===== src/rtl/wfn_pkg.sv =====
// wfn_pkg: shared constants and types for the first-negative window stream block
// used by wfn_front, wfn_back and window_first_negative_stream_core
package wfn_pkg;

    localparam int WINDOW_MAX_DEF   = 64;
    localparam int SAMPLE_WIDTH_DEF = 16;

    // window size register, fixed width
    localparam int         WS_W     = 7;
    localparam logic [6:0] WS_RESET = 7'd1;

    // classification of one sample, carried from front to back
    typedef struct packed {
        logic neg;
        logic last;
    } item_ctl_t;

    // back-end status seen by the top level
    typedef struct packed {
        logic fire;
        logic has_result;
    } back_status_t;

endpackage


===== src/rtl/window_first_negative_stream_core.sv =====
// window_first_negative_stream_core: top level, depends on wfn_pkg, wfn_front and wfn_back
// a sample is held in the front queue, then its result is registered in the back end
// throughput: while result_stall is low, one sample and one back-end queue step per cycle
// with the head and next entry prefetched; input stalls only while two transactions wait
// reset clears the queue, fill count and position; window_size resets to 1
// no clearing pass: memory entries are only read after being written
module window_first_negative_stream_core #(
    parameter int WINDOW_MAX   = wfn_pkg::WINDOW_MAX_DEF,
    parameter int SAMPLE_WIDTH = wfn_pkg::SAMPLE_WIDTH_DEF
) (
    input  logic                     clk,
    input  logic                     rst_n,
    input  logic                     window_size_we,
    input  logic [wfn_pkg::WS_W-1:0] window_size,
    input  logic [SAMPLE_WIDTH-1:0]  sample,
    input  logic                     last_sample,
    input  logic                     sample_valid,
    output logic                     sample_stall,
    output logic [SAMPLE_WIDTH-1:0]  first_negative,
    output logic                     result_valid,
    input  logic                     result_stall
);

    logic [wfn_pkg::WS_W-1:0] window_size_reg;
    logic [wfn_pkg::WS_W-1:0] window_size_next;
    logic [SAMPLE_WIDTH-1:0]  q_sample;
    wfn_pkg::item_ctl_t       q_ctl;
    logic                     q_valid;
    logic                     q_take;
    wfn_pkg::back_status_t    stat;

    assign window_size_next = window_size_we ? window_size : window_size_reg;

    always_ff @(posedge clk or negedge rst_n)
    begin
        if (!rst_n)
            window_size_reg <= wfn_pkg::WS_RESET;
        else
            window_size_reg <= window_size_next;
    end

    wfn_front #(
        .SAMPLE_WIDTH (SAMPLE_WIDTH)
    ) u_front (
        .clk          (clk),
        .rst_n        (rst_n),
        .sample       (sample),
        .last_sample  (last_sample),
        .sample_valid (sample_valid),
        .sample_stall (sample_stall),
        .q_sample     (q_sample),
        .q_ctl        (q_ctl),
        .q_valid      (q_valid),
        .q_take       (q_take)
    );

    wfn_back #(
        .WINDOW_MAX   (WINDOW_MAX),
        .SAMPLE_WIDTH (SAMPLE_WIDTH)
    ) u_back (
        .clk            (clk),
        .rst_n          (rst_n),
        .window_size    (window_size_reg),
        .q_sample       (q_sample),
        .q_ctl          (q_ctl),
        .q_valid        (q_valid),
        .q_take         (q_take),
        .first_negative (first_negative),
        .result_valid   (result_valid),
        .result_stall   (result_stall),
        .stat           (stat)
    );

    // a result is never positive
    assert property (@(posedge clk) disable iff (!rst_n)
        result_valid |-> (first_negative[SAMPLE_WIDTH-1] || (first_negative == '0)))
        else $error("positive result delivered");

    // a new result comes only from a step that produced one
    assert property (@(posedge clk) disable iff (!rst_n)
        $rose(result_valid) |-> $past(stat.fire && stat.has_result))
        else $error("result without a producing step");

    // an accepted transaction reaches the queue on the next cycle
    assert property (@(posedge clk) disable iff (!rst_n)
        (sample_valid && !sample_stall && !q_valid) |=> q_valid)
        else $error("accepted transaction lost before the queue");

endmodule


===== src/rtl/wfn_front.sv =====
// wfn_front: accepts samples, classifies them and holds them in a two-entry queue
// depends on wfn_pkg (item_ctl_t)
module wfn_front #(
    parameter int SAMPLE_WIDTH = wfn_pkg::SAMPLE_WIDTH_DEF
) (
    input  logic                    clk,
    input  logic                    rst_n,
    input  logic [SAMPLE_WIDTH-1:0] sample,
    input  logic                    last_sample,
    input  logic                    sample_valid,
    output logic                    sample_stall,
    output logic [SAMPLE_WIDTH-1:0] q_sample,
    output wfn_pkg::item_ctl_t      q_ctl,
    output logic                    q_valid,
    input  logic                    q_take
);

    logic [SAMPLE_WIDTH-1:0] smp_reg [2];
    wfn_pkg::item_ctl_t      ctl_reg [2];
    logic                    wr_ptr_reg;
    logic                    wr_ptr_next;
    logic                    rd_ptr_reg;
    logic                    rd_ptr_next;
    logic [1:0]              cnt_reg;
    logic [1:0]              cnt_next;
    logic                    push;
    logic                    pop;
    wfn_pkg::item_ctl_t      ctl_in;

    assign sample_stall = (cnt_reg == 2'd2);
    assign push         = sample_valid && !sample_stall;
    assign q_valid      = (cnt_reg != 2'd0);
    assign pop          = q_take && q_valid;
    assign q_sample     = smp_reg[rd_ptr_reg];
    assign q_ctl        = ctl_reg[rd_ptr_reg];

    always_comb
    begin
        ctl_in.neg  = sample[SAMPLE_WIDTH-1];
        ctl_in.last = last_sample;
        wr_ptr_next = push ? ~wr_ptr_reg : wr_ptr_reg;
        rd_ptr_next = pop ? ~rd_ptr_reg : rd_ptr_reg;
        cnt_next    = cnt_reg + 2'(push) - 2'(pop);
    end

    always_ff @(posedge clk or negedge rst_n)
    begin
        if (!rst_n)
        begin
            wr_ptr_reg <= 1'b0;
            rd_ptr_reg <= 1'b0;
            cnt_reg    <= 2'd0;
        end
        else
        begin
            wr_ptr_reg <= wr_ptr_next;
            rd_ptr_reg <= rd_ptr_next;
            cnt_reg    <= cnt_next;
        end
    end

    always_ff @(posedge clk)
    begin
        if (push)
        begin
            smp_reg[wr_ptr_reg] <= sample;
            ctl_reg[wr_ptr_reg] <= ctl_in;
        end
    end

endmodule


===== src/rtl/wfn_back.sv =====
// wfn_back: negative-sample ring queue, window bookkeeping and result register
// depends on wfn_pkg (item_ctl_t, back_status_t, WS_W)
module wfn_back #(
    parameter int WINDOW_MAX   = wfn_pkg::WINDOW_MAX_DEF,
    parameter int SAMPLE_WIDTH = wfn_pkg::SAMPLE_WIDTH_DEF
) (
    input  logic                      clk,
    input  logic                      rst_n,
    input  logic [wfn_pkg::WS_W-1:0]  window_size,
    input  logic [SAMPLE_WIDTH-1:0]   q_sample,
    input  wfn_pkg::item_ctl_t        q_ctl,
    input  logic                      q_valid,
    output logic                      q_take,
    output logic [SAMPLE_WIDTH-1:0]   first_negative,
    output logic                      result_valid,
    input  logic                      result_stall,
    output wfn_pkg::back_status_t     stat
);

    localparam int IDX_W   = (WINDOW_MAX > 1) ? $clog2(WINDOW_MAX) : 1;
    localparam int CNT_W   = $clog2(WINDOW_MAX + 1);
    localparam int POS_W   = $clog2(2 * WINDOW_MAX);
    localparam int CMP_W   = (POS_W > wfn_pkg::WS_W) ? POS_W : wfn_pkg::WS_W;
    localparam int ENT_W   = SAMPLE_WIDTH + POS_W;
    localparam logic [IDX_W-1:0] LAST_IDX = IDX_W'(WINDOW_MAX - 1);
    localparam logic [CNT_W-1:0] MAX_CNT  = CNT_W'(WINDOW_MAX);
    localparam logic [POS_W-1:0] LAST_POS = POS_W'(2 * WINDOW_MAX - 1);
    localparam logic [POS_W:0]   POS_MOD  = (POS_W + 1)'(2 * WINDOW_MAX);

    function automatic logic [IDX_W-1:0] ring_next(input logic [IDX_W-1:0] i);
        ring_next = (i == LAST_IDX) ? '0 : i + 1'b1;
    endfunction

    // queue storage: {value, position}
    logic [ENT_W-1:0] mem [WINDOW_MAX];
    logic [ENT_W-1:0] rd0_reg;
    logic [ENT_W-1:0] rd1_reg;

    logic [IDX_W-1:0]        head_reg, head_next;
    logic [IDX_W-1:0]        tail_reg, tail_next;
    logic [CNT_W-1:0]        count_reg, count_next;
    logic [CNT_W-1:0]        fill_reg, fill_next;
    logic [POS_W-1:0]        pos_reg, pos_next;
    logic                    result_valid_reg, result_valid_next;
    logic [SAMPLE_WIDTH-1:0] first_negative_reg;

    logic                    fire;
    logic                    drop;
    logic                    pop;
    logic                    has_res;
    logic                    front_from_in;
    logic [IDX_W-1:0]        head_a;
    logic [CNT_W-1:0]        count_a;
    logic [CNT_W-1:0]        fill_a;
    logic [CMP_W-1:0]        ws_ext;
    logic [CNT_W-1:0]        ws_c;
    logic [ENT_W-1:0]        front;
    logic [SAMPLE_WIDTH-1:0] front_val;
    logic [POS_W-1:0]        front_pos;
    logic [POS_W:0]          age_w;
    logic [POS_W-1:0]        age;
    logic [SAMPLE_WIDTH-1:0] res_val;
    logic [ENT_W-1:0]        wdata;
    logic                    wr_en;
    logic [IDX_W-1:0]        rd_addr0;
    logic [IDX_W-1:0]        rd_addr1;

    assign fire           = q_valid && (!result_valid_reg || !result_stall);
    assign q_take         = fire;
    assign result_valid   = result_valid_reg;
    assign first_negative = first_negative_reg;
    assign stat.fire       = fire;
    assign stat.has_result = has_res;

    always_comb
    begin
        // window size zero acts as one, large sizes saturate
        ws_ext = CMP_W'(window_size);
        if (ws_ext == '0)
            ws_c = CNT_W'(1);
        else if (ws_ext > CMP_W'(WINDOW_MAX))
            ws_c = MAX_CNT;
        else
            ws_c = CNT_W'(ws_ext);

        drop    = q_ctl.neg && (count_reg == MAX_CNT);
        head_a  = drop ? ring_next(head_reg) : head_reg;
        count_a = count_reg - CNT_W'(drop) + CNT_W'(q_ctl.neg);
        fill_a  = (fill_reg < ws_c) ? fill_reg + 1'b1 : fill_reg;
        has_res = (fill_a >= ws_c);

        // front after the push: the new sample, the second prefetched entry, or the head
        front_from_in = (count_reg == '0) || (drop && (count_reg == CNT_W'(1)));
        if (front_from_in)
            front = {q_sample, pos_reg};
        else if (drop)
            front = rd1_reg;
        else
            front = rd0_reg;
        front_val = front[ENT_W-1:POS_W];
        front_pos = front[POS_W-1:0];

        age_w = {1'b0, pos_reg} - {1'b0, front_pos}
                + ((pos_reg < front_pos) ? POS_MOD : '0);
        age   = age_w[POS_W-1:0];

        res_val = (count_a != '0) ? front_val : '0;
        pop     = has_res && (count_a != '0)
                  && (CMP_W'(age) >= (CMP_W'(ws_c) - 1'b1));

        head_next  = pop ? ring_next(head_a) : head_a;
        count_next = count_a - CNT_W'(pop);
        tail_next  = q_ctl.neg ? ring_next(tail_reg) : tail_reg;
        fill_next  = fill_a;
        pos_next   = (pos_reg == LAST_POS) ? '0 : pos_reg + 1'b1;
        if (q_ctl.last)
        begin
            head_next  = '0;
            tail_next  = '0;
            count_next = '0;
            fill_next  = '0;
            pos_next   = '0;
        end

        if (fire)
            result_valid_next = has_res;
        else
            result_valid_next = result_valid_reg && result_stall;

        wr_en    = fire && q_ctl.neg;
        wdata    = {q_sample, pos_reg};
        rd_addr0 = fire ? head_next : head_reg;
        rd_addr1 = ring_next(rd_addr0);
    end

    always_ff @(posedge clk or negedge rst_n)
    begin
        if (!rst_n)
        begin
            head_reg         <= '0;
            tail_reg         <= '0;
            count_reg        <= '0;
            fill_reg         <= '0;
            pos_reg          <= '0;
            result_valid_reg <= 1'b0;
        end
        else
        begin
            if (fire)
            begin
                head_reg  <= head_next;
                tail_reg  <= tail_next;
                count_reg <= count_next;
                fill_reg  <= fill_next;
                pos_reg   <= pos_next;
            end
            result_valid_reg <= result_valid_next;
        end
    end

    always_ff @(posedge clk)
    begin
        if (fire && has_res)
            first_negative_reg <= res_val;
    end

    // prefetch head and head+1, forwarding a write to the same entry
    always_ff @(posedge clk)
    begin
        if (wr_en)
            mem[tail_reg] <= wdata;
        rd0_reg <= (wr_en && (tail_reg == rd_addr0)) ? wdata : mem[rd_addr0];
        rd1_reg <= (wr_en && (tail_reg == rd_addr1)) ? wdata : mem[rd_addr1];
    end

endmodule

===== config.mk =====
export PLATFORM = sky130hd
export DESIGN_NAME = window_first_negative_stream_core
export DESIGN_NICKNAME = d
export VERILOG_FILES = /design/src/rtl/wfn_pkg.sv /design/src/rtl/window_first_negative_stream_core.sv /design/src/rtl/wfn_front.sv /design/src/rtl/wfn_back.sv
export SDC_FILE = /design/constraint.sdc
export NUM_CORES = 2
export LEC_CHECK = 0
export BUFFER_PORTS_ARGS = -buffer_cell sky130_fd_sc_hd__buf_4
export CORE_MARGIN = 1
export CORE_UTILIZATION = 30
export DETAILED_ROUTE_END_ITERATION = 10
export PLACE_DENSITY = 0.49
export SETUP_SLACK_MARGIN = 0.3
export SLEW_MARGIN = 20
export SYNTH_ARGS = -nofsm -noshare
export SYNTH_HDL_FRONTEND = slang
export SYNTH_SLANG_ARGS = --single-unit

===== constraint.sdc =====
create_clock -name clk -period 5.9 [get_ports clk]
set_input_delay 0.59 -clock clk [delete_from_list [all_inputs] [get_ports clk]]
set_output_delay 0.59 -clock clk [all_outputs]
set_load 0.01 [all_outputs]

Yosys cells after proc, flatten, opt, wreduce, memory -nomap -nowiden
Memories as Yosys holds them, arrays and structs flattened. A register that Yosys moved wholly into a read port is not among the register bits.
Cells that the tools add are included.
{ "totals": {"out_inout_bits": 18, "ramBits": 1508, "in_bits": 29, "mem_count": 3, "regBits": 61} }
{ "memory_table": {"columns": ["name", "words", "width", "read_ports", "rd_ports_with_merged_regs", "wr", "line_no", "text"], "rows": [
  ["u_back.mem", 64, 23, 2, 2, 1, "wfn_back.sv:35", "logic [ENT_W-1:0] mem [WINDOW_MAX];"],
  ["u_front.smp_reg", 2, 16, 1, 0, 1, "wfn_front.sv:18", "logic [SAMPLE_WIDTH-1:0] smp_reg [2];"],
  ["u_front.ctl_reg", 2, 2, 1, 0, 1, "wfn_front.sv:19", "wfn_pkg::item_ctl_t ctl_reg [2];"]
]} }
{ "classes": {"mux": 24, "n_reduce_logical": 21, "n_lt_le_gt_ge": 4, "add_sub_neg": 14, "n_eq_ne": 8, "n_bitwise": 2} }
{ "ops": {"columns": ["cell", "count"], "rows": [
  ["6-bit two-way mux", 10],
  ["7-bit two-way mux", 7],
  ["23-bit two-way mux", 2],
  ["6-bit by 1-bit adder with 6-bit output (second input constant)", 4],
  ["6-bit equality test (second input constant)", 4],
  ["7-bit by 1-bit adder with 7-bit output (second input constant)", 2],
  ["7-bit equality test (second input constant)", 2],
  ["7-bit >= comparator", 2],
  ["7-bit logical NOT", 2],
  ["7-bit by 1-bit subtractor with 7-bit output", 2],
  ["1-bit logical AND", 10],
  ["7-bit by 1-bit adder with 7-bit output", 1],
  ["7-bit adder (second input constant)", 1],
  ["7-bit by 1-bit equality test with 1-bit output (second input constant)", 1],
  ["7-bit > comparator (second input constant)", 1],
  ["7-bit less-than comparator", 1],
  ["7-bit nonzero test", 1],
  ["7-bit by 1-bit subtractor with 7-bit output (second input constant)", 1],
  ["7-bit subtractor", 1],
  ["1-bit two-way mux", 5],
  ["2-bit nonzero test", 2],
  ["1-bit logical NOT", 3],
  ["2-bit by 1-bit adder with 2-bit output", 1],
  ["2-bit equality test (second input constant)", 1],
  ["4 further kinds", 6]
]} }

Longest topological paths before layout
{ "logic_depth": {"word_depth": 14, "mapped_depth": 28, "ltp_nobuf": 27} }

By module
Synthesis repeated with hierarchy kept, for this count alone.
{ "unflattened": {"hier_cells": 3386, "hier_area_um2": 73913.4} }
{ "modules_own_cells": {"columns": ["module", "seq_area_each_um2", "n_inst", "cells_each", "area_each_um2"], "rows": [
  ["wfn_back", 45773.9, 1, 3299, 72141.7],
  ["wfn_front", 1121.1, 1, 72, 1478.9],
  ["window_first_negative_stream_core", 176.4, 1, 15, 292.8]
]} }

Worst setup path after synthesis
OpenSTA, ideal clock, no wires.
{ "synth_path": {"kind": "register -> register", "start": "register (tool-made name)", "end": "register (tool-made name)", "arrival_ps": 6043, "slack_ps": -265, "stages_incl_launch_ff": 25, "period_less_slack_ps": 6165, "required_time_ps": 5778, "path_buffers": 3, "cell_sequence": "dfxtp_1 -> buf_2 -> buf_1 -> buf_2 -> mux4_2 -> mux4_2 -> mux4_2 -> mux2i_1 -> o21ai_0 -> ha_1 -> fa_1 -> nand3b_1 -> nand2_1 -> a21o_1 -> a21oi_1 -> xor2_1 -> ha_1 -> and3_1 -> a221oi_1 -> a21o_1 -> or4b_1 -> o211ai_1 -> ha_1 -> and4_1 -> a21oi_1"} }

==> qor.csv <==
metric,value,unit
Via Count,40643,
die footprint,247000,um^2
Worst-Margin Slew,1.15,ns
worst skew pair latency,0.86,ns
max reg flops,1472,
top cell type's share of synthesized area,62.1,%
clk sinks,1579,
DP Wirelength,159000,um
total power,36.9,mW
fin crit share,99.7,%
Finished Layout Cells,7041,
Fin. Hold Viols,0,
Slew Limit Headroom,23.1,%
gpl congestion,0.798,
1st-iter DRT viols,5023,
Power Density,424,nW/um^2
sequential area share after synthesis,63.9,%
dpl cells,6648,
fin util,35.7,%
initial antenna violation count,16,
hold path cells,2,
Die Y,497,um
maximum number of pins on one net before global-route repair,144,
CTS buffer count,180,
R2R setup slack,0.02,ns
Filler cells,22320,
cells on worst reg2reg path,25,
placed inst area,80200,um^2
CP max stage delay,0.51,ns
critical path's top delay family,simple AND/OR/NAND/NOR gates,
Static Leak,26.5,nW
post-route cell area,87000,um^2
Worst VDD drop,323,uV
setup_tns,0,ns
"Slowest-stage cell, CP",mux4_2,
worst path required time,6.66,ns
crit path time final,5.88,ns
first-pass GRT wire length,355000,um
CP bufs+invs,4,
"CTS clk-pin slew, worst paths",0.06,ns
Slew Limit Fails,0,
Layout Area Growth over Synthesis,18.2,%
critical hold path startpoint,window_size_we,
Overflow after GRT,0,
most instantiated cells after synthesis,"edfxtp_1, mux4_2, clkbuf_1",
crit path kind,reg -> reg,
startpoint types,flip-flop,
worst-path fanout max,7,
WL/cell,37.0,um
number of global-route vias before repair,41096,
worst hold path class,in -> reg,
synth warn,0,
post-route setup slack,0.0204,ns
syn_nets,3471,
Total Routing Usage GR,20.9,%
Synth Instances,3393,
ys flop type,edfxtp_1,
layout cells sized above 1,44.8,%
Hold Path Sink,window_size_reg[3],
worst hold slack,0.0761,ns
highest clock rate,170,MHz
arrival time worst endpoint,6.64,ns
num rows,181,
"top cells by area, synth","edfxtp_1, mux4_2, dfrtp_1, ha_1, clkbuf_1",
CTS Buffer Depth,3,
leading area contributor after synthesis,edfxtp_1,
fraction of registers with async set/reset,2.85,%
cell mode on critical path,a21oi_2,
# setup viols final,0,
Netlist cell types,76,
# port buffers,46,
Chip Width,497,um
CTS tree,built,
Clock Skew,0.0348,ns
mapped cell area,73600,um^2
initial core utilization,30.2,%
Mapped Avg Cell Area,21.7,um^2
Synth Register Bits,1579,
top-count cell post-synth,edfxtp_1,
vias per cell,5.77,
routed wire length,260000,um
RSZ-0062 raised after global routing,yes,
"EDFF count, synth",1522,
Pre-antenna DRT Iters,5,
Root Driver,clkbuf_16,
CTS H-tree lvls,4,
status,completed,
final net count,3765,
Setup crit end kind,flip-flop,
post-route ant nets,0,
maxcap violations,0,
Core ar.,244000,um^2
drt drc,0,
Setup WS pre-CTS,-0.215,ns
io pins,47,
[logic make-up (layout without fill, tap and decap cells)]
group	after synthesis	count (layout)	share of synthesized area (%)
flip-flops	1579	1579	63.9
multiplexers	997	997	30.0
AND/OR/NAND/NOR	300	300	1.98
buffers and inverters	282	727	1.58
AO/OA/AOI/OAI	157	157	1.31
adder cells (fa/ha/maj)	49	49	0.853
XOR/XNOR	29	29	0.345
other	0	1	0
[what timing repair did]
action | CTS | global route
pin swaps | 16 | 15
setup endpoints to repair | 30 | 25
gates cloned | 5 | 1
setup buffers | 20 | 4
resized for setup | 39 | 17
hold buffers | 29 | 0
hold endpoints to repair | 85 | 0
[how the worst max path moves through the flow]
stage	endpoint	slack, ns	cells past startpoint
after global placement	flip-flop	-0.25	25
after CTS	flip-flop	-0.01	24
after floorplan	flip-flop	0.27	25
final	flip-flop	0.02	25
after detailed placement	u_back.first_negative[14]	-0.22	12
after global routing	flip-flop	-0.21	24
[power by group]
part / internal (mW) / leakage (nW) / total, mW / switching (mW)
Sequential: 13.7 / 14.6 / 13.9 / 0.208
Clock: 6.37 / 2.86 / 11.1 / 4.78
Combinational: 5.31 / 9.13 / 11.8 / 6.52
Total: 25.4 / 26.5 / 36.9 / 11.5
[layout by cell type, fill, tap and decap left out, types with 29 or more instances in the layout]
master and count:
inv_1 32, clkbuf_16 184, nor2_4 66, o21ai_0 35, mux4_2 966, dlygate4sd3_1 29
clkinv_2 36, ha_1 43, buf_4 243, dfrtp_1 37, nor2_1 36, nand2_1 93
buf_12 64, a21oi_1 51, clkbuf_1 30, clkinv_1 45, edfxtp_1 1522
[final cells by class]
cell class	instances	area, um^2	area share [%]
sequential	1579	47100	54.2
multi-input combinational	1532	26100	30.0
tap	3202	4010	4.60
clock buffer	221	4800	5.52
antenna	1	2.50	0.00288
inverter	36	135	0.155
clock inverter	112	1020	1.17
timing repair buffer	358	3830	4.41
[worst register-to-register path, stage by stage (launching register included)]
cell and delay [ns]:
dfxtp_4 0.42, clkbuf_16 0.19, buf_4 0.12, mux4_2 0.51, mux4_2 0.48, mux4_2 0.48, nand2_1 0.10, a21oi_2 0.09
a21oi_2 0.17, inv_1 0.08, fa_2 0.36, nand3b_1 0.17, nand2_2 0.09, a21o_1 0.13, a21oi_2 0.07, xor2_1 0.15
ha_1 0.30, and3_4 0.20, nand3_2 0.08, a21o_1 0.21, or4b_1 0.51, o211ai_1 0.17, buf_4 0.17, nand2_2 0.06
or3_1 0.34, a21oi_2 0.15
[layer usage]
metal,share of wire (%),global-route usage (%)
met1,41,28.3
met2,48,33.9
met3,7.3,3.61
met4,3.6,7.45
met5,0,0
Note: power is estimated with default switching activity, not from simulation.
